File: src/design/bilinear_subpixel_shift_defines.svh
// bilinear_subpixel_shift_defines.svh: assertion macros shared by the bsps modules
// expects clk and rst_n in the scope of each use; empty when SYNTHESIS is defined
`ifndef BILINEAR_SUBPIXEL_SHIFT_DEFINES_SVH
`define BILINEAR_SUBPIXEL_SHIFT_DEFINES_SVH

`ifndef SYNTHESIS

// same-cycle implication
`define BSPS_ASSERT_NOW(label, ante, cons) \
    label: assert property (@(posedge clk) disable iff (!rst_n) (ante) |-> (cons)) \
        else $error("bsps: check failed");

// next-cycle implication
`define BSPS_ASSERT_NEXT(label, ante, cons) \
    label: assert property (@(posedge clk) disable iff (!rst_n) (ante) |=> (cons)) \
        else $error("bsps: check failed");

`else

`define BSPS_ASSERT_NOW(label, ante, cons)
`define BSPS_ASSERT_NEXT(label, ante, cons)

`endif

`endif

File: src/design/bsps_pkg.sv
// bsps_pkg: widths, register indexes and control structs of the sub-pixel shifter
// no dependencies; used by every other file of the block but the defines header
package bsps_pkg;

    localparam int BYTE_W      = 8;
    localparam int FRAC_W      = 4;
    localparam int CHAN_W      = 3;
    localparam int WIDTH_W     = 10;
    localparam int HEIGHT_W    = 12;
    localparam int COUNT_W     = 12;
    localparam int CFG_INDEX_W = 3;
    localparam int CFG_DATA_W  = 12;
    localparam int MAX_CHANS   = 4;
    localparam int CH_W        = 2;

    typedef logic [BYTE_W-1:0] byte_t;

    typedef enum logic [CFG_INDEX_W-1:0] {
        REG_FRAC_X   = 3'd0,
        REG_FRAC_Y   = 3'd1,
        REG_CHANNELS = 3'd2,
        REG_WIDTH    = 3'd3,
        REG_HEIGHT   = 3'd4
    } cfg_reg_t;

    typedef struct packed {
        logic [CHAN_W-1:0]   chans;
        logic [WIDTH_W-1:0]  width;
        logic [HEIGHT_W-1:0] height;
    } geom_t;

    typedef struct packed {
        logic [CH_W-1:0] ch;
        logic            produce;
        logic            row_end;
        logic            frame_end;
    } item_ctrl_t;

endpackage

File: src/design/bsps_addr_gen.sv
// bsps_addr_gen: column/row counters, line store address, channel slot and beat flags
// depends on bsps_pkg and bilinear_subpixel_shift_defines.svh
`include "bilinear_subpixel_shift_defines.svh"

module bsps_addr_gen
    import bsps_pkg::*;
#(
    parameter int DEPTH = 4096,
    parameter int AW    = 12
) (
    input  logic          clk,
    input  logic          rst_n,
    input  geom_t         geom,
    input  logic          acc,
    output logic [AW-1:0] addr,
    output item_ctrl_t    ctrl
);

    logic [COUNT_W-1:0]  col_reg, col_next;
    logic [COUNT_W-1:0]  row_reg, row_next;
    logic [AW-1:0]       pos_reg, pos_next;
    logic [1:0]          mod3_reg, mod3_next;

    logic [CHAN_W-1:0]   chans_c;
    logic [WIDTH_W-1:0]  width_c;
    logic [HEIGHT_W-1:0] height_c;
    logic [WIDTH_W:0]    src_pixels;
    logic [COUNT_W:0]    row_bytes;
    logic [COUNT_W:0]    row_bytes_m1;
    logic                last_col;
    logic                last_row;

    always_comb
    begin
        if (geom.chans == '0)
            chans_c = CHAN_W'(1);
        else if (geom.chans > CHAN_W'(MAX_CHANS))
            chans_c = CHAN_W'(MAX_CHANS);
        else
            chans_c = geom.chans;
        width_c  = (geom.width == '0) ? WIDTH_W'(1) : geom.width;
        height_c = (geom.height == '0) ? HEIGHT_W'(1) : geom.height;
    end

    assign src_pixels   = {1'b0, width_c} + (WIDTH_W+1)'(1);
    assign row_bytes    = (COUNT_W+1)'(src_pixels) * (COUNT_W+1)'(chans_c);
    assign row_bytes_m1 = row_bytes - (COUNT_W+1)'(1);
    assign last_col     = col_reg >= row_bytes_m1[COUNT_W-1:0];
    assign last_row     = row_reg >= height_c;

    always_comb
    begin
        ctrl.produce   = (row_reg != '0) && (col_reg >= COUNT_W'(chans_c));
        ctrl.row_end   = last_col;
        ctrl.frame_end = last_col && last_row;
        case (chans_c)
            3'd1:    ctrl.ch = '0;
            3'd2:    ctrl.ch = {1'b0, col_reg[0]};
            3'd3:    ctrl.ch = mod3_reg;
            default: ctrl.ch = col_reg[CH_W-1:0];
        endcase
    end

    assign addr = pos_reg;

    // pos and mod3 track the column count modulo the store depth and modulo three
    always_comb
    begin
        col_next  = col_reg;
        row_next  = row_reg;
        pos_next  = pos_reg;
        mod3_next = mod3_reg;
        if (acc)
        begin
            if (last_col)
            begin
                col_next  = '0;
                pos_next  = '0;
                mod3_next = '0;
                row_next  = last_row ? '0 : row_reg + COUNT_W'(1);
            end
            else
            begin
                col_next  = col_reg + COUNT_W'(1);
                pos_next  = (pos_reg == AW'(DEPTH - 1)) ? '0 : pos_reg + AW'(1);
                mod3_next = (mod3_reg == 2'd2) ? 2'd0 : mod3_reg + 2'd1;
            end
        end
    end

    always_ff @(posedge clk or negedge rst_n)
    begin
        if (!rst_n)
        begin
            col_reg  <= '0;
            row_reg  <= '0;
            pos_reg  <= '0;
            mod3_reg <= '0;
        end
        else
        begin
            col_reg  <= col_next;
            row_reg  <= row_next;
            pos_reg  <= pos_next;
            mod3_reg <= mod3_next;
        end
    end

    `BSPS_ASSERT_NEXT(a_row_wraps_column, acc && last_col, col_reg == '0)
    `BSPS_ASSERT_NOW(a_column_zero_aligned, col_reg == '0, pos_reg == '0 && mod3_reg == 2'd0)
    `BSPS_ASSERT_NEXT(a_counters_hold_idle, !acc, $stable(col_reg) && $stable(row_reg))

endmodule

File: config.mk
export PLATFORM = sky130hd
export DESIGN_NAME = bsps_addr_gen
export DESIGN_NICKNAME = d
export VERILOG_FILES = /design/src/design/bsps_pkg.sv /design/src/design/bsps_addr_gen.sv
export VERILOG_INCLUDE_DIRS = /design/src /design/src/design
export SDC_FILE = /design/constraint.sdc
export NUM_CORES = 1
export LEC_CHECK = 0
export BUFFER_PORTS_ARGS = -buffer_cell sky130_fd_sc_hd__buf_2
export CAP_MARGIN = 20
export CORE_AREA = 4 4 120 122
export CTS_CLUSTER_DIAMETER = 100
export DETAILED_ROUTE_END_ITERATION = 6
export DIE_AREA = 0 0 124 126
export GPL_TIMING_DRIVEN = 1
export SYNTH_ARGS = -nofsm -noshare
export SYNTH_HDL_FRONTEND = slang
export SYNTH_SLANG_ARGS = --single-unit
File: constraint.sdc
create_clock -name clk -period 6.45 [get_ports clk]
set_input_delay 0.3225 -clock clk [delete_from_list [all_inputs] [get_ports clk]]
set_output_delay 0.3225 -clock clk [all_outputs]
set_load 0.01 [all_outputs]
==> results.toml, run 1 <==
[logic_synthesis]
ys_ff_latch = 38
synth.area.top_cells = "dfrtp_1 24%, ha_1 16%, fa_1 5.1%, nand2_1 4.7%, inv_1 4.4%"
syn_inst = 451
netlist_area_sq_um = 3907
ys_seq_area_share_pct = 24.34
async_flop_share_pct = 100.0
synth_top_cell_area_share_pct = 24.34
synth_cell_type_count = 57
dominantRegCellSynth = "dfrtp_1"
syn_nets = 540
ys.warnings.count = 0
synth_edf_count = 0
syn_avg_cell_area_sq_um = 8.664
yosysTopAreaCell = "dfrtp_1"

[power_and_ir_drop]
internal_power_w = 0.0006788
p_leak_nw = 2.174
seqPwrFrac_pct = 31.8
share_clk_of_total_power_pct = 26.5
vdd.ir_drop.worst_v = 0.0001119
power_switching_w = 0.0003981
power.density_nw_per_um2 = 241.8
switching_share_pct = 36.97
combPwrFrac_pct = 41.7

[route]
drt_first_pass_iters = 4
drc = 0
drtIter0Drc = 218
routedWlPerCell_microns = 12.78
route.antenna.remaining_nets = 0
vias = 3348
vias_per_cell = 5.027
routed_wl_microns = 8514

[global_route]
gr-usage-all-layers_pct = 11.28
grt_pass1_wl_microns = 14910
grt_max_degree = 39
grt_overflow = 0
antenna_found_initial = 0
first_global_vias = 3262

[worst_setup_path]
worst-r2r-cell-count = 7
crit_fanout = 16
crit_type = "input port to primary output"
crit_start = "geom[18]"
rr_startpoint = "col_reg[5]"
r2r-end = "row_reg[4]"
arrival_ns = 5.26
cp_data_required_time_ns = 6.13
end_kind = "primary output"
cp-start-kind = "input port"
cp-endpoint = "ctrl[0]"
rrSetupSlack_ns = 3.89

[clock_network]
cts_setup_buffers = 0
cts-root-buf = "clkbuf_16"
cts_tree = "yes"
cts_max_level = 2
cts.sinks = 38
postCtsHoldBufs = 0
cts_made_buffers = 5
cts_max_path_buffers = 2
cts_resized = 0
clk_latency_ns = 0.28
clk_pin_slew_worst_paths_ns = 0.05

[hold_path]
hold_path_class = "input port to async pin"

[die]
rows = 42
initial_core_util_pct = 29.62
die-height_microns = 126
io_pins = 45
die_area_sq_um = 15620
die_w_microns = 124
coreArea_sq_um = 13190

[placement]
hpwlAfterDp_microns = 6754
post-place-ws_ns = 0.6869
place.gp.congestion = 0.8068
io_buffer_count = 44

[finish]
diodes = 0
layout-area-overhead-vs-synth_pct = 13.96
fillers = 1355
drive_above_1_share_pct = 14.49
fin_util_pct = 33.76
nNetsFinal = 579
multi_input_comb_area_sq_um = 2701
regArea_sq_um = 950.9
final_cell_mix = "51 x ha_1, 49 x nand2_1, 46 x inv_1"
final_common_cell = "ha_1"

[sta]
fmax_mhz = 179.2
fin_setup_tns_ns = 0
report.final.slew_viol_count = 0
post-route-period-util_pct = 86.50
worst_pin_slew_ns = 0.9157
finalHoldViolations = 0
rsz0062_at_grt = "no"
layout_min_cycle_time_ns = 5.579
skew_ns = 0.004404
setup_viol = 0
slew_headroom_pct = 38.96
setup_slack_ns = 0.8706

[outcome]
outcome = "completed"

[run]
cap_violations = 0
-- area by class of cell --
class | instances | share of cell area [%]
inverter | 47 | 3.962
tap | 176 | 4.945
multi-input combinational | 352 | 60.66
sequential | 38 | 21.35
clock buffer | 6 | 3.119
clock inverter | 1 | 0.6743
timing repair buffer | 46 | 5.282
-- critical path, cell delays in order --
cell and delay (ns):
buf_2 0.12, nor4_1 0.32, nand2_1 0.12, a21boi_0 0.29, nand2_1 0.09, ha_1 0.28, inv_1 0.05, fa_1 0.53
fa_1 0.47, a21oi_1 0.22, o211ai_1 0.15, o41ai_1 0.42, o21ai_0 0.20, xnor2_1 0.16, ha_1 0.30, o21a_1 0.14
o211ai_1 0.12, o21ai_2 0.56, nor2b_1 0.22, buf_2 0.15
-- cell usage after synthesis, types with 4 or more instances --
cell	instances
a211oi_1	4
nor2b_1	15
nor4_1	8
o2bb2ai_1	12
xnor2_1	15
and3_1	16
ha_1	51
o211ai_1	5
o311ai_1	9
nand2_1	49
a22o_1	14
inv_1	46
nand2b_1	10
o21ai_0	15
nand3_1	15
nand4_1	6
o31ai_1	6
clkbuf_1	7
nor3_1	6
a21oi_1	12
fa_1	10
dfrtp_1	38
xor2_1	11
nor2_1	23
-- how the worst min path moves through the flow --
stage               startpoint          end  slack [ns]  depth (start not counted)
global route             rst_n   row_reg[0]        0.24                          1
floorplan                rst_n      addr[0]        0.03                          0
CTS                      rst_n   row_reg[9]        0.20                          1
finish                   rst_n  row_reg[11]        0.17                          1
detailed placement       rst_n  row_reg[10]        0.50                          1
global placement         rst_n   row_reg[1]        0.49                          1
-- through the flow --
| stage | total power [W] | std cells | cell area (sq um) | hold slack [ns] |
|---|---|---|---|---|
| final | 0.001077 | 666 | 4453 | 0.1688 |
| after global routing | 0.001183 | 666 | 4453 | 0.2435 |
| after CTS | 0.001091 | 666 | 4453 | 0.1950 |
| after detailed placement | 0.0008027 | 659 | 4284 | 0.4960 |
| after global placement | 0.0007912 | 659 | 4284 | 0.4852 |
| after floorplan | 0.0006807 | 451 | 3908 | 0.02691 |
-- power by group through the flow --
| stage | sequential, W | combinational, W | clock [W] |
|---|---|---|---|
| floorplan | 0.000337 | 0.000344 | 0 |
| global route | 0.000354 | 0.000527 | 0.000302 |
| global placement | 0.000346 | 0.000445 | 0 |
| CTS | 0.000344 | 0.000459 | 0.000288 |
| finish | 0.000343 | 0.000449 | 0.000285 |
| detailed placement | 0.000346 | 0.000456 | 0 |
-- kinds of logic after synthesis --
kind of cell    after synthesis  synth area share (%)
simple gates                164                 21.90
compound gates               98                 19.12
buf+inv                      61                 6.532
fa+ha+maj                    61                 21.45
flops                        38                 24.34
xor+xnor                     26                 5.828
mux                           3                0.8325
-- metal layers --
layer  routed length [microns]  GRT usage, %  up-vias
li1                          -             -     1692
met1                      4050         15.36     1614
met2                      4184         19.15       37
met3                       219         1.300        5
met4                        60         2.448        0
met5                         0             0        -
Power figures use the tool's default switching activity.
==> inputs of run 2 (changes only) <==
PLACE_DENSITY = 0.47   (was unset)
==> results.toml, run 2 (same netlist as run 1, synthesis figures left out) <==
[worst_setup_path]
cp-endpoint = "ctrl[0]"
crit_start = "geom[18]"
crit_chain = "buf_2 > nor4_1 > nand2_1 > a21boi_0 > nand2_1 > ha_1 > inv_1 > fa_1 > fa_1 > a21oi_1 > o211ai_1 > o41ai_1 > o21ai_0 > xnor2_1 > ha_1 > a211oi_1 > o2bb2ai_1 > o21ai_2 > buf_4 > nor2b_1 > buf_2"
cp_slowest_cell = "fa_1"
rrSetupSlack_ns = 4.01
cp-start-kind = "input port"
cp_data_required_time_ns = 6.13
crit_fanout = 31
worst-r2r-cell-count = 8
crit_type = "input port to primary output"
rr_startpoint = "col_reg[5]"
end_kind = "primary output"
r2r-end = "row_reg[7]"
arrival_ns = 5.18
critPathMaxStageDelay_ns = 0.53

[clock_network]
clk_latency_ns = 0.28
clk_pin_slew_worst_paths_ns = 0.06
cts_max_level = 2
postCtsHoldBufs = 0
cts_max_path_buffers = 2
cts.sinks = 38
cts_resized = 0
cts_tree = "yes"
cts-root-buf = "clkbuf_16"
cts_setup_buffers = 0
cts_made_buffers = 5

[power_and_ir_drop]
p_leak_nw = 2.185
power.density_nw_per_um2 = 249.9
vdd.ir_drop.worst_v = 0.0001324

[sta]
rsz0062_at_grt = "no"
fmax_mhz = 181.7
skew_ns = 0.005214
fin_setup_tns_ns = 0
report.final.slew_viol_count = 0
slew_headroom_pct = 39.30
worst_pin_slew_ns = 0.9105
finalHoldViolations = 0
setup_viol = 0
post-route-period-util_pct = 85.32
layout_min_cycle_time_ns = 5.503

[outcome]
outcome = "completed"

[finish]
diodes = 0
nNetsFinal = 579
stdcell_area_sq_um = 4478
final_common_cell = "ha_1"
layout-area-overhead-vs-synth_pct = 14.60
drive_above_1_share_pct = 14.66
final_cell_mix = "51 x ha_1, 49 x nand2_1, 46 x inv_1"
fin_util_pct = 33.95

[die]
die_w_microns = 124
rows = 42
die_area_sq_um = 15620
io_pins = 45
initial_core_util_pct = 29.62
coreArea_sq_um = 13190
die-height_microns = 126

[route]
route.antenna.remaining_nets = 0
vias_per_cell = 4.937
drtIter0Drc = 95
vias = 3293
routedWlPerCell_microns = 13.35
drt_first_pass_iters = 4
drc = 0
routed_wl_microns = 8907

[run]
cap_violations = 0

[global_route]
antenna_found_initial = 0
grt_overflow = 0
grt_pass1_wl_microns = 15680
grt_max_degree = 39
first_global_vias = 3280
gr-usage-all-layers_pct = 11.95

[placement]
hpwlAfterDp_microns = 6972
place_area_sq_um = 4284
place.gp.congestion = 0.7770
io_buffer_count = 44

[hold_path]
hold_path_class = "input port to async pin"
==> run 2: cell types whose count changed in the layout (fill, tap and decap cells not counted), sizes merged <==
cell,delta
bufinv,+1
clkbuf,-1
clkinv,+1
==> run 2: stage by stage <==
stage                     instances  setup slack [ns]  hold WS, ns  power (W)
after detailed placement        659            0.7256       0.5140  0.0008111
after CTS                       667            0.8870       0.2091   0.001140
after floorplan                 451             1.647      0.02691  0.0006807
after global placement          659            0.9324       0.5103  0.0007988
final                           667            0.9470       0.1696   0.001119
after global routing            667            0.4759       0.2566   0.001222
==> run 2: area by class of cell <==
| cell class | instances | area, sq um |
|---|---|---|
| Clock buffer | 5 | 125.1 |
| Clock inverter | 3 | 68.82 |
| Fill cell | 1379 | 8712 |
| Inverter | 47 | 176.4 |
| Multi-Input combinational cell | 352 | 2701 |
| Sequential cell | 38 | 950.9 |
| Tap cell | 176 | 220.2 |
| Timing Repair Buffer | 46 | 235.2 |
==> run 2: worst min path at each step <==
stage               slack [ns]  start      end
floorplan                 0.03  rst_n  addr[0]
global placement          0.51  rst_n  addr[1]
detailed placement        0.51  rst_n  addr[2]
CTS                       0.21  rst_n  addr[3]
global route              0.26  rst_n  addr[3]
finish                    0.17  rst_n  addr[3]
==> run 2: critical path: cells and delay by family <==
family | cells | cell delay, ns
compound gates | 8 | 1.80
fa+ha+maj | 4 | 1.60
simple gates | 4 | 0.72
buf+inv | 4 | 0.57
xor+xnor | 1 | 0.16
==> run 2: report_power, final <==
group / switching [W] / internal [W]
Sequential: 0.0000623 / 0.000282
Combinational: 0.000248 / 0.000208
Clock: 0.0000975 / 0.000222
Total: 0.000407 / 0.000711
==> run 2: routing by layer <==
layer  routed length, microns  vias to the layer above  track usage, %
met3                      230                        2           1.659
met5                        0                        -               0
li1                         -                     1686               -
met1                     4527                     1562           17.03
met4                       47                        0           2.320
met2                     4101                       43           19.34
