==> src/design/bilinear_subpixel_shift_defines.svh <==
// bilinear_subpixel_shift_defines.svh: assertion macros shared by the bsps modules
// expects clk and rst_n in the scope of each use; empty when SYNTHESIS is defined
`ifndef BILINEAR_SUBPIXEL_SHIFT_DEFINES_SVH
`define BILINEAR_SUBPIXEL_SHIFT_DEFINES_SVH

`ifndef SYNTHESIS

// same-cycle implication
`define BSPS_ASSERT_NOW(label, ante, cons) \
    label: assert property (@(posedge clk) disable iff (!rst_n) (ante) |-> (cons)) \
        else $error("bsps: check failed");

// next-cycle implication
`define BSPS_ASSERT_NEXT(label, ante, cons) \
    label: assert property (@(posedge clk) disable iff (!rst_n) (ante) |=> (cons)) \
        else $error("bsps: check failed");

`else

`define BSPS_ASSERT_NOW(label, ante, cons)
`define BSPS_ASSERT_NEXT(label, ante, cons)

`endif

`endif

==> src/design/bsps_pkg.sv <==
// bsps_pkg: widths, register indexes and control structs of the sub-pixel shifter
// no dependencies; used by every other file of the block but the defines header
package bsps_pkg;

    localparam int BYTE_W      = 8;
    localparam int FRAC_W      = 4;
    localparam int CHAN_W      = 3;
    localparam int WIDTH_W     = 10;
    localparam int HEIGHT_W    = 12;
    localparam int COUNT_W     = 12;
    localparam int CFG_INDEX_W = 3;
    localparam int CFG_DATA_W  = 12;
    localparam int MAX_CHANS   = 4;
    localparam int CH_W        = 2;

    typedef logic [BYTE_W-1:0] byte_t;

    typedef enum logic [CFG_INDEX_W-1:0] {
        REG_FRAC_X   = 3'd0,
        REG_FRAC_Y   = 3'd1,
        REG_CHANNELS = 3'd2,
        REG_WIDTH    = 3'd3,
        REG_HEIGHT   = 3'd4
    } cfg_reg_t;

    typedef struct packed {
        logic [CHAN_W-1:0]   chans;
        logic [WIDTH_W-1:0]  width;
        logic [HEIGHT_W-1:0] height;
    } geom_t;

    typedef struct packed {
        logic [CH_W-1:0] ch;
        logic            produce;
        logic            row_end;
        logic            frame_end;
    } item_ctrl_t;

endpackage

==> src/design/bsps_stream_if.sv <==


interface bsps_dst_if
    import bsps_pkg::*;
();
    logic  valid;
    logic  ready;
    byte_t out_byte;
    logic  row_end;
    logic  frame_end;

    modport source (output valid, output out_byte, output row_end, output frame_end,
                    input ready);
    modport sink (input valid, input out_byte, input row_end, input frame_end,
                  output ready);
endinterface

==> src/design/bsps_interp.sv <==
// bsps_interp: neighbor delays, horizontal then vertical blend, output register
// depends on bsps_pkg, bsps_stream_if and bilinear_subpixel_shift_defines.svh
`include "bilinear_subpixel_shift_defines.svh"

module bsps_interp
    import bsps_pkg::*;
#(
    parameter int FRACTION_BITS = 4
) (
    input  logic                     clk,
    input  logic                     rst_n,
    input  logic                     acc,
    input  item_ctrl_t               ctrl,
    input  byte_t                    src_byte,
    input  byte_t                    upper_byte,
    input  logic [FRACTION_BITS-1:0] fx,
    input  logic [FRACTION_BITS-1:0] fy,
    output logic                     take,
    bsps_dst_if.source               dst
);

    localparam int WT_W = FRACTION_BITS + 1;
    localparam int H_W  = BYTE_W + FRACTION_BITS;
    localparam int S_W  = BYTE_W + 2 * FRACTION_BITS;
    localparam logic [WT_W-1:0] FULL  = WT_W'(1) << FRACTION_BITS;
    localparam logic [S_W-1:0]  ROUND = S_W'(1) << (2 * FRACTION_BITS - 1);

    logic [WT_W-1:0] wx0, wx1, wy0, wy1;

    // stage 1: line store data and the carried incoming byte
    logic       s1_valid_reg, s1_valid_next;
    item_ctrl_t s1_ctrl_reg;
    byte_t      s1_d_reg;
    byte_t      upper_dly_reg [MAX_CHANS];
    byte_t      lower_dly_reg [MAX_CHANS];
    byte_t      pix_a, pix_c;

    // stage 2: horizontal blends
    logic           s2_valid_reg, s2_valid_next;
    logic [H_W-1:0] htop_reg, htop_next;
    logic [H_W-1:0] hbot_reg, hbot_next;
    logic           s2_row_end_reg;
    logic           s2_frame_end_reg;
    logic [S_W-1:0] sum_next;

    // output register
    logic  out_valid_reg, out_valid_next;
    byte_t out_byte_reg;
    logic  row_end_reg;
    logic  frame_end_reg;

    logic out_free, s2_free, s1_move, s2_move;

    assign wx0 = {1'b0, fx};
    assign wx1 = FULL - wx0;
    assign wy0 = {1'b0, fy};
    assign wy1 = FULL - wy0;

    assign out_free = !out_valid_reg || dst.ready;
    assign s2_free  = !s2_valid_reg || out_free;
    assign s2_move  = s2_valid_reg && out_free;
    assign s1_move  = s1_valid_reg && s2_free;
    assign take     = !s1_valid_reg || s2_free;

    assign pix_a = upper_dly_reg[s1_ctrl_reg.ch];
    assign pix_c = lower_dly_reg[s1_ctrl_reg.ch];

    assign htop_next = H_W'(wx1) * H_W'(pix_a) + H_W'(wx0) * H_W'(upper_byte);
    assign hbot_next = H_W'(wx1) * H_W'(pix_c) + H_W'(wx0) * H_W'(s1_d_reg);
    assign sum_next  = S_W'(wy1) * S_W'(htop_reg) + S_W'(wy0) * S_W'(hbot_reg) + ROUND;

    always_comb
    begin
        s1_valid_next = s1_valid_reg;
        if (acc)
            s1_valid_next = 1'b1;
        else if (s1_move)
            s1_valid_next = 1'b0;

        s2_valid_next = s2_valid_reg;
        if (s1_move)
            s2_valid_next = s1_ctrl_reg.produce;
        else if (s2_move)
            s2_valid_next = 1'b0;

        out_valid_next = out_valid_reg;
        if (s2_move)
            out_valid_next = 1'b1;
        else if (dst.ready)
            out_valid_next = 1'b0;
    end

    always_ff @(posedge clk or negedge rst_n)
    begin
        if (!rst_n)
        begin
            s1_valid_reg  <= 1'b0;
            s2_valid_reg  <= 1'b0;
            out_valid_reg <= 1'b0;
            for (int i = 0; i < MAX_CHANS; i++)
            begin
                upper_dly_reg[i] <= '0;
                lower_dly_reg[i] <= '0;
            end
        end
        else
        begin
            s1_valid_reg  <= s1_valid_next;
            s2_valid_reg  <= s2_valid_next;
            out_valid_reg <= out_valid_next;
            // the left neighbors move on once the item leaves stage 1
            if (s1_move)
            begin
                upper_dly_reg[s1_ctrl_reg.ch] <= upper_byte;
                lower_dly_reg[s1_ctrl_reg.ch] <= s1_d_reg;
            end
        end
    end

    always_ff @(posedge clk)
    begin
        if (acc)
        begin
            s1_ctrl_reg <= ctrl;
            s1_d_reg    <= src_byte;
        end
        if (s1_move)
        begin
            htop_reg         <= htop_next;
            hbot_reg         <= hbot_next;
            s2_row_end_reg   <= s1_ctrl_reg.row_end;
            s2_frame_end_reg <= s1_ctrl_reg.frame_end;
        end
        if (s2_move)
        begin
            out_byte_reg  <= sum_next[2*FRACTION_BITS +: BYTE_W];
            row_end_reg   <= s2_row_end_reg;
            frame_end_reg <= s2_frame_end_reg;
        end
    end

    assign dst.valid     = out_valid_reg;
    assign dst.out_byte  = out_byte_reg;
    assign dst.row_end   = row_end_reg;
    assign dst.frame_end = frame_end_reg;

    `BSPS_ASSERT_NEXT(a_s2_held_on_stall, out_valid_reg && !dst.ready && s2_valid_reg, s2_valid_reg)
    `BSPS_ASSERT_NEXT(a_s1_held_on_stall, s1_valid_reg && !s2_free, s1_valid_reg)
    `BSPS_ASSERT_NOW(a_frame_end_on_row_end, out_valid_reg && frame_end_reg, row_end_reg)

endmodule

==> src/flat_wrapper.sv <==
// flat-port wrapper written by rule: the top's interface ports become plain ports
module bsps_interp_flat import bsps_pkg::*;
#(
    parameter int FRACTION_BITS = 4
)
  (clk, rst_n, acc, ctrl, src_byte, upper_byte, fx, fy, take, dst_valid, dst_out_byte, dst_row_end, dst_frame_end, dst_ready);
  bsps_dst_if dst_i ();
  input  logic clk;
  input  logic rst_n;
  input  logic acc;
  input  item_ctrl_t ctrl;
  input  byte_t src_byte;
  input  byte_t upper_byte;
  input  logic [FRACTION_BITS-1:0] fx;
  input  logic [FRACTION_BITS-1:0] fy;
  output logic take;
  output wire logic [$bits(dst_i.valid)-1:0] dst_valid;
  output wire logic [$bits(dst_i.out_byte)-1:0] dst_out_byte;
  output wire logic [$bits(dst_i.row_end)-1:0] dst_row_end;
  output wire logic [$bits(dst_i.frame_end)-1:0] dst_frame_end;
  input wire logic [$bits(dst_i.ready)-1:0] dst_ready;
  assign dst_valid = dst_i.valid;
  assign dst_out_byte = dst_i.out_byte;
  assign dst_row_end = dst_i.row_end;
  assign dst_frame_end = dst_i.frame_end;
  assign dst_i.ready = dst_ready;
  bsps_interp #(.FRACTION_BITS(FRACTION_BITS)) u_core (.clk(clk), .rst_n(rst_n), .acc(acc), .ctrl(ctrl), .src_byte(src_byte), .upper_byte(upper_byte), .fx(fx), .fy(fy), .take(take), .dst(dst_i));
endmodule
==> config.mk <==
export PLATFORM = sky130hd
export DESIGN_NAME = bsps_interp_flat
export DESIGN_NICKNAME = d
export VERILOG_FILES = /design/src/design/bsps_pkg.sv /design/src/design/bsps_stream_if.sv /design/src/design/bsps_interp.sv /design/src/flat_wrapper.sv
export VERILOG_INCLUDE_DIRS = /design/src /design/src/design
export SDC_FILE = /design/constraint.sdc
export NUM_CORES = 1
export LEC_CHECK = 0
export ABC_AREA = 1
export BUFFER_PORTS_ARGS = -buffer_cell sky130_fd_sc_hd__buf_2
export CORE_MARGIN = 8
export CORE_UTILIZATION = 25
export DETAILED_ROUTE_END_ITERATION = 12
export GPL_ROUTABILITY_DRIVEN = 0
export HOLD_SLACK_MARGIN = 0.12
export PLACE_DENSITY = 0.42
export SYNTH_ARGS = -nofsm -noshare
export SYNTH_HDL_FRONTEND = slang
export SYNTH_SLANG_ARGS = --single-unit
==> constraint.sdc <==
create_clock -name clk -period 10.1 [get_ports clk]
set_input_delay 2.02 -clock clk [delete_from_list [all_inputs] [get_ports clk]]
set_output_delay 2.02 -clock clk [all_outputs]
set_load 0.03 [all_outputs]
==> results of run 1 <==
[placed cells by master, fill, tap and decap left out, drive strengths merged]
cell / count
a21o: 2
a21oi: 22
a22o: 7
a31oi: 2
and2: 1
and3: 1
buf: 50
clkbuf: 18
clkinv: 5
clkinvlp: 1
dfrtp: 67
edfxtp: 49
fa: 171
ha: 89
inv: 349
nand2: 416
nand3: 32
nand4: 9
nor2: 122
nor3: 17
o21a: 1
o21ai: 71
o21bai: 2
o31ai: 2
xnor2: 9
xor2: 16
[cell type report]
type / instances / area [µm²] / area share [%]
Multi-Input combinational cell: 992 / 7760 / 56.0
Sequential cell: 116 / 3150 / 22.7
Inverter: 341 / 1280 / 9.24
Tap cell: 664 / 831 / 5.99
Clock buffer: 18 / 450 / 3.25
Timing Repair Buffer: 50 / 265 / 1.91
Clock inverter: 14 / 125 / 0.903
[kinds of logic (layout without fill, tap and decap cells)]
kind of cell / Yosys count / after routing / synth area share (%)
simple gates: 598 / 598 / 19.5
buf+inv: 381 / 423 / 11.8
fa+ha+maj: 260 / 260 / 36.7
flops: 116 / 116 / 25.5
compound gates: 109 / 109 / 4.78
xor+xnor: 25 / 25 / 1.77
[routing by layer]
metal,vias up,global-route usage [%]
li1,4510,-
met1,4449,14.7
met2,121,20.5
met3,30,2.43
met4,0,3.29
met5,-,0
[how the worst min path moves through the flow]
| stage | start | endpoint | slack [ns] |
|---|---|---|---|
| after floorplan | u_core.s2_frame_end_reg | u_core.dst.frame_end | 0.40 |
| after global placement | u_core.s1_ctrl_reg[0] | u_core.s2_frame_end_reg | 0.40 |
| after detailed placement | u_core.s1_ctrl_reg[0] | u_core.s2_frame_end_reg | 0.41 |
| after CTS | u_core.s2_row_end_reg | u_core.dst.row_end | 0.41 |
| after global routing | u_core.s2_frame_end_reg | u_core.dst.frame_end | 0.42 |
| final | u_core.s2_row_end_reg | u_core.dst.row_end | 0.41 |
[stage by stage]
step	util, %	cells	hold slack [ns]	cell area [µm²]
after floorplan	-	1489	0.400	12400
after global placement	27.2	2163	0.402	13300
after detailed placement	27.2	2163	0.406	13300
after CTS	28.4	2195	0.410	13900
after global routing	28.4	2195	0.420	13900
final	28.4	2195	0.405	13900
[synthesized netlist by cell type (5+ instances only)]
cell type / number
o21ai_0: 71
nor3_2: 12
inv_1: 338
a22o_1: 7
nand4_1: 9
edfxtp_1: 49
nor3_1: 5
dfrtp_1: 67
nor2_1: 120
ha_1: 89
xor2_1: 16
fa_1: 171
a21oi_1: 22
nand3_1: 32
xnor2_1: 9
nand2_1: 415
clkbuf_1: 20
buf_2: 16
==> impl_metrics.csv, run 1 <==
group,metric,value,unit
global_routing,grt_pass1_wl,52600,µm
routing,vias_per_cell,4.15,
routing,drc,0,
floorplan,die_area,0.0568,mm²
clocking,cts-resized-gates,0,
global_routing,grt_max_degree,68,
sta,fmax,140,MHz
clocking,cts_tree,"built",
routing,wl,31400,µm
critical_path,r2r-start,"u_core.s1_ctrl_reg[4]",
critical_path,r2r_end,"u_core.htop_reg[11]",
sta,grt_setup_unrepaired,"false",
global_routing,grt_antenna_before_repair,0,
critical_path,crit_fanout,26,
floorplan,die_h,238,µm
routing,met3RoutedLength,1080,µm
sta,hold_viol,0,
finish,diodes,0,
sta,tightest_slew,1.17,ns
synth,ys_types,32,
synth,synth_top_area_cell,"fa_1",
finish,fillers,5344,
critical_path,crit_chain,"buf_2, inv_1, ha_1, xnor2_1, nand2_1, fa_1, inv_1, fa_1, fa_1, fa_1, fa_1, ha_1, nand2_1, nand2_1, nand2_1, nand2_1, inv_1, nor2_1, nor2_1, nand2_1, nand2_1, nand2_1",
sta,worst_slack,2.98,ns
placed_design,hpwl,24500,µm
synth,netlist_area,0.0124,mm²
clocking,cts_buffers,17,
critical_path,startpoint,"fy[0]",
floorplan,io_pins,45,
min_path,min_path_cells,0,
run_status,status,"finished clean",
synth,synth_seq_cells,116,
critical_path,end_kind,"register",
routing,highest_layer,"met4",
clocking,ctsHoldBuffers,0,
clocking,cts_setup_buffers,0,
routing,ant_nets,0,
synth,synth_ff_type,"dfrtp_1",
sta,final-setup-viol-count,0,
sta,relSlewSlack,22.1,%
clocking,clk_path_buf_depth,2,
routing,wl_per_cell,14.3,µm
min_path,hold_path.class,"reg -> reg",
floorplan,core,0.0488,mm²
synth,seq_area_frac_synth,25.5,%
synth,ys_warn_count,0,
finish,drive_gt1_share,6.40,%
synth,netlist_instances,1489,
floorplan,rows,81,
routing,first_iter_violations,422,
synth,synth_edf_count,49,
floorplan,die_x,238,µm
critical_path,worstPathRequired,10.31,ns
routing,vias,9110,
global_routing,grt_overflow_total,0,
critical_path,crit_top_cell,"nand2_1",
clocking,cts-root-buf,"clkbuf_16",
sta,fin_setup_tns,0,ns
sta,post-route-period-util,70.5,%
placed_design,port_buffers,44,
critical_path,arrival,7.33,ns
synth,syn-num-nets,1782,
critical_path,critical_path_depth,22,
placed_design,dp_slack,2.50,ns
critical_path,startpoint_type,"primary input",
run,max_cap_viol_count,0,
finish,synthToLayoutAreaGrowth,12.0,%
critical_path,crit_path_end,"u_core.dst.out_byte[7]",
critical_path,crit_family,"adder cells",
routing,wl_met1,14700,µm
clocking,htreeDepth,4,
synth,synth_top_area_share,27.7,%
critical_path,reg2reg_setup_slack,4.63,ns
clocking,insertion_delay,0.47,ns
sta,drv_slew,0,
routing,dr.pass1.iters,5,
routing,wl_met2,15100,µm
synth,async_flop_share,57.8,%
finish,nets,1811,
global_routing,grt_pass1_vias,9927,
synth,synth_area_leaders,"fa_1 (28%), dfrtp_1 (14%), nand2_1 (13%), edfxtp_1 (12%), inv_1 (10%)",
global_routing,grtUsageTotal,11.8,%
critical_path,path_buf_inv,4,
sta,min_period,7.12,ns
critical_path,crit_path_top_delay_cell,"xnor2_1",
clocking,cts_sinks,116,
critical_path,reg2reg_depth,19,
synth,avgSynthCellArea,8.31,µm²
critical_path,crit_path_max_incr_delay,0.75,ns
clocking,path_clk_slew,0.07,ns
sta,skew,0.0210,ns
floorplan,start_util,25.3,%
critical_path,crit_type,"in -> reg",
Power of run 1 is left out: the tool's default activity adds up to more than one toggle a clock period on the data nets, which glitch-free logic cannot reach.
==> inputs of run 2 (changes only) <==
Settings changed: PLACE_DENSITY 0.42 to 0.43.
Clock period 10.1 ns to 6.24 ns, I/O delays scaled along.
==> impl_metrics.csv, run 2 (synthesis gave the netlist of run 1 again) <==
group,metric,value,unit
routing,wl,30700,µm
critical_path,arrival,5.89,ns
routing,drc,0,
critical_path,path_buf_inv,5,
global_routing,grtUsageTotal,11.8,%
placed_design,hpwl,24700,µm
critical_path,reg2reg_depth,19,
routing,dr.pass1.iters,5,
floorplan,die_x,238,µm
finish,fillers,5386,
critical_path,r2r-start,"u_core.s1_ctrl_reg[4]",
global_routing,grt_antenna_before_repair,0,
sta,drv_slew,0,
clocking,ctsHoldBuffers,0,
clocking,htreeDepth,4,
sta,tightest_slew,1.16,ns
critical_path,r2r_end,"u_core.htop_reg[11]",
clocking,cts_sinks,116,
sta,relSlewSlack,22.6,%
min_path,worstHoldEndpoint,"u_core.s2_frame_end_reg",
min_path,hold_start,"u_core.s1_ctrl_reg[0]",
min_path,hold_path.class,"reg -> reg",
placed_design,place_area,0.0134,mm²
clocking,cts_tree,"built",
critical_path,crit_chain,"buf_2, inv_1, ha_1, nand2_1, nor2_1, clkinv_1, nor2_1, fa_1, fa_1, inv_1, fa_1, inv_1, fa_1, ha_1, ha_1, a21oi_1, o21ai_0, a21oi_1, nand2_1, nand2_1, nand2_1",
critical_path,reg2reg_setup_slack,0.90,ns
floorplan,start_util,25.3,%
run,max_cap_viol_count,0,
sta,post-route-period-util,91.1,%
sta,skew,0.0197,ns
sta,min_period,5.68,ns
sta,fin_setup_tns,0,ns
routing,wl_per_cell,13.9,µm
placed_design,port_buffers,44,
sta,hold_viol,0,
global_routing,grt_pass1_wl,52600,µm
critical_path,crit_path_top_delay_cell,"fa_1",
finish,final_util,28.6,%
sta,final-setup-viol-count,0,
clocking,clk_path_buf_depth,2,
run_status,status,"finished clean",
floorplan,core,0.0488,mm²
floorplan,die_h,238,µm
sta,fmax,176,MHz
routing,vias_per_cell,4.14,
global_routing,grt_max_degree,68,
clocking,cts-resized-gates,0,
routing,vias,9139,
finish,drive_gt1_share,7.24,%
critical_path,crit_family,"adder cells",
finish,postLayoutCellArea,0.0140,mm²
clocking,cts_buffers,17,
min_path,min_path_cells,0,
clocking,cts_setup_buffers,0,
critical_path,crit_fanout,9,
clocking,insertion_delay,0.46,ns
finish,diodes,0,
critical_path,crit_path_max_incr_delay,0.54,ns
critical_path,startpoint_type,"primary input",
finish,synthToLayoutAreaGrowth,13.1,%
finish,nets,1826,
finish,final_common_cell,"nand2_1",
floorplan,io_pins,45,
global_routing,grt_overflow_total,0,
clocking,cts-root-buf,"clkbuf_16",
sta,grt_setup_unrepaired,"false",
critical_path,end_kind,"register",
floorplan,die_area,0.0568,mm²
finish,layout_common_cells,"nand2_1 (415), inv_1 (338), fa_1 (171)",
critical_path,crit_type,"in -> reg",
floorplan,rows,81,
clocking,path_clk_slew,0.06,ns
global_routing,grt_pass1_vias,9873,
routing,first_iter_violations,445,
routing,ant_nets,0,
critical_path,worstPathRequired,6.44,ns
## run 2: cell types whose count changed in the layout (fill, tap and decap cells not counted)
| cell | previous run | this run |
|---|---|---|
| buf_4 | 6 | 21 |
| clkinv_4 | 2 | 5 |
| inv_6 | 5 | 3 |
| bufinv_16 | 0 | 1 |
| clkbuf_1 | 0 | 1 |
| clkinv_2 | 1 | 0 |
| inv_4 | 1 | 0 |
| inv_8 | 4 | 3 |
## run 2: through the flow
step           std cells  setup WS [ns]  hold slack [ns]
3_3_place_gp        2178          0.245            0.403
3_5_place_dp        2178          0.148            0.405
4_1_cts             2210          0.641            0.420
6_report            2210          0.557            0.419
2_1_floorplan       1489          0.147            0.400
5_1_grt             2210          0.171            0.428
## run 2: cell type report
cell class / count / area, µm² / area share (%)
Timing Repair Buffer: 65 / 378 / 2.70
Tap cell: 664 / 831 / 5.94
Multi-Input combinational cell: 992 / 7760 / 55.5
Inverter: 341 / 1280 / 9.15
Clock inverter: 13 / 141 / 1.01
Sequential cell: 116 / 3150 / 22.5
Clock buffer: 19 / 454 / 3.25
## run 2: worst reg2reg max path, delay by kind of cell, from the launching register on
kind,cells,cell delay (ns)
adder cells (fa/ha/maj),5,2.44
AND/OR/NAND/NOR,12,1.94
flip-flops,1,0.58
buffers and inverters,2,0.12
## run 2: worst max path at each step
stage | from | to | cells after the start
after global placement | fy[0] | u_core.dst.out_byte[7] | 23
final | fy[1] | u_core.dst.out_byte[4] | 21
after detailed placement | fy[0] | u_core.dst.out_byte[6] | 21
after floorplan | fy[0] | u_core.dst.out_byte[7] | 24
after CTS | fy[0] | u_core.dst.out_byte[6] | 21
after global routing | fy[1] | u_core.dst.out_byte[5] | 19
## run 2: metal layers
metal	share of wire, %	global-route usage, %	up-vias
met3	3.1	2.38	25
met2	48	20.1	129
met1	48	15.0	4444
met4	1.4	3.07	0
met5	0	0	-
li1	-	-	4541
Power of run 2 is left out for the same reason.
==> inputs of run 3 (changes only) <==
Settings changed: ABC_AREA 1 to not set.
==> impl_metrics.csv, run 3 <==
group,metric,value,unit
routing,dr.pass1.iters,6,
critical_path,startpoint_type,"primary input",
finish,postLayoutCellArea,0.0133,mm²
synth,avgSynthCellArea,11.4,µm²
routing,wl_per_cell,15.3,µm
sta,relSlewSlack,36.2,%
clocking,cts-resized-gates,0,
global_routing,grt_pass1_wl,43200,µm
sta,tightest_slew,0.957,ns
routing,ant_nets,0,
finish,final_util,28.7,%
synth,synth_edf_count,49,
clocking,insertion_delay,0.42,ns
placed_design,port_buffers,44,
global_routing,grt_pass1_vias,7988,
synth,async_flop_share,57.8,%
synth,synth_common_cells,"fa_1 (171), inv_1 (148), nand2_1 (137)",
sta,post-route-period-util,94.2,%
clocking,cts-root-buf,"clkbuf_16",
clocking,clk_path_buf_depth,2,
global_routing,grt_max_degree,68,
run_status,status,"finished clean",
global_routing,grtUsageTotal,10.1,%
sta,hold_viol,0,
run,max_cap_viol_count,0,
clocking,path_clk_slew,0.06,ns
critical_path,crit_type,"in -> reg",
global_routing,grt_overflow_total,0,
floorplan,core,0.0465,mm²
routing,wl,26100,µm
clocking,cts_sinks,116,
floorplan,start_util,25.3,%
clocking,ctsHoldBuffers,0,
placed_design,dp_slack,-0.104,ns
critical_path,reg2reg_setup_slack,0.84,ns
routing,first_iter_violations,253,
clocking,cts_buffers,17,
clocking,htreeDepth,4,
synth,ys_types,41,
routing,vias,7163,
placed_design,placed_cells,1675,
sta,skew,0.0118,ns
finish,synthToLayoutAreaGrowth,13.7,%
synth,synth_area_leaders,"fa_1 (29%), dfrtp_1 (14%), edfxtp_1 (13%), ha_1 (9.5%), and2_1 (6.8%)",
synth,yosysMostFrequentCell,"fa_1",
sta,drv_slew,0,
min_path,hold_path.class,"reg -> reg",
finish,drive_gt1_share,17.1,%
sta,min_period,5.88,ns
synth,netlist_instances,1027,
floorplan,io_pins,45,
routing,drc,0,
sta,worst_slack,0.359,ns
synth,syn-num-nets,1320,
finish,layout_common_cells,"fa_1 (171), inv_1 (148), nand2_1 (137)",
finish,nets,1380,
critical_path,worstPathRequired,6.41,ns
critical_path,crit_fanout,10,
sta,fmax,170,MHz
floorplan,rows,79,
critical_path,arrival,6.05,ns
global_routing,grt_antenna_before_repair,1,
critical_path,end_kind,"register",
synth,ys_warn_count,0,
placed_design,place_area,0.0128,mm²
synth,synth_seq_cells,116,
clocking,cts_setup_buffers,0,
finish,final_common_cell,"fa_1",
synth,synth_ff_type,"dfrtp_1",
clocking,cts_tree,"built",
synth,seq_area_frac_synth,26.8,%
sta,grt_setup_unrepaired,"false",
routing,vias_per_cell,4.19,
synth,synth_top_area_share,29.2,%
floorplan,die_area,0.0541,mm²
floorplan,die_h,233,µm
finish,fin_cells,1708,
synth,netlist_area,0.0117,mm²
synth,synth_top_area_cell,"fa_1",
floorplan,die_x,233,µm
placed_design,hpwl,21100,µm
sta,final-setup-viol-count,0,
==> run 3: cell count changes after synthesis, moves of 16 or more <==
cell / delta
mux2_2: +55
o21ai_0: -65
xnor2_1: +25
nand2_1: -278
and2_1: +127
nand3_1: -27
nor2_1: -108
inv_1: -190
mux4_2: +16
==> run 3: metal layers <==
layer | global-route usage (%) | vias to the layer above | wire length, µm
li1 | - | 3392 | -
met1 | 13.2 | 3678 | 12300
met2 | 17.2 | 77 | 12900
met3 | 1.52 | 16 | 637
met4 | 2.76 | 0 | 321
met5 | 0 | - | 0
==> run 3: critical path, cell delays in order <==
cell and delay (ns):
buf_2 0.11, inv_1 0.05, ha_1 0.18, nor3b_1 0.43
buf_4 0.26, and2_1 0.16, fa_1 0.44, fa_1 0.46
fa_1 0.48, fa_1 0.51, fa_1 0.42, ha_1 0.30
a21o_1 0.16, a21o_1 0.16, a41o_1 0.32, a211oi_1 0.30
nor3b_1 0.08
==> run 3: kinds of logic (layout without fill, tap and decap cells) <==
family / after synthesis / count (layout) / share of synthesized area (%)
other: 0 / 1 / 0
adders and majority gates: 260 / 260 / 38.7
buffers and inverters: 181 / 254 / 6.26
muxes: 81 / 81 / 9.63
AOI/OAI and AO/OA: 43 / 43 / 2.39
xor gates and xnor gates: 39 / 39 / 2.91
DFF: 116 / 116 / 26.8
and+or+nand+nor: 307 / 307 / 13.3
==> run 3: worst paths after layout <==
check | startpoint | to | cells after the start
worst max-delay path | fy[1] | u_core.dst.out_byte[6] | 17
worst min-delay path | u_core.s2_frame_end_reg | u_core.dst.frame_end | 0
worst max register to register | u_core.s1_ctrl_reg[4] | u_core.htop_reg[11] | 15
worst min register to register | u_core.s2_frame_end_reg | u_core.dst.frame_end | 0
max in group asynchronous | rst_n | u_core.upper_dly_reg[12] | 2
min in group asynchronous | rst_n | u_core.lower_dly_reg[23] | 2
==> run 3: per-stage QoR <==
step | TNS, ns | hold WS (ns)
floorplan | 0 | 0.400
global placement | -0.00204 | 0.412
detailed placement | -0.300 | 0.415
CTS | 0 | 0.429
global route | 0 | 0.428
finish | 0 | 0.425
==> run 3: layout make-up <==
class                   count  area (µm²)
inverters                 148         556
diodes                      1        2.50
clock buffers              22         487
flip-flops and latches    116        3150
multi-input cells         730        7860
clock inverters            10        68.8
fillers                  4894       33100
well taps                 607         759
repair buffers             74         470
Power of run 3 is left out for the same reason.
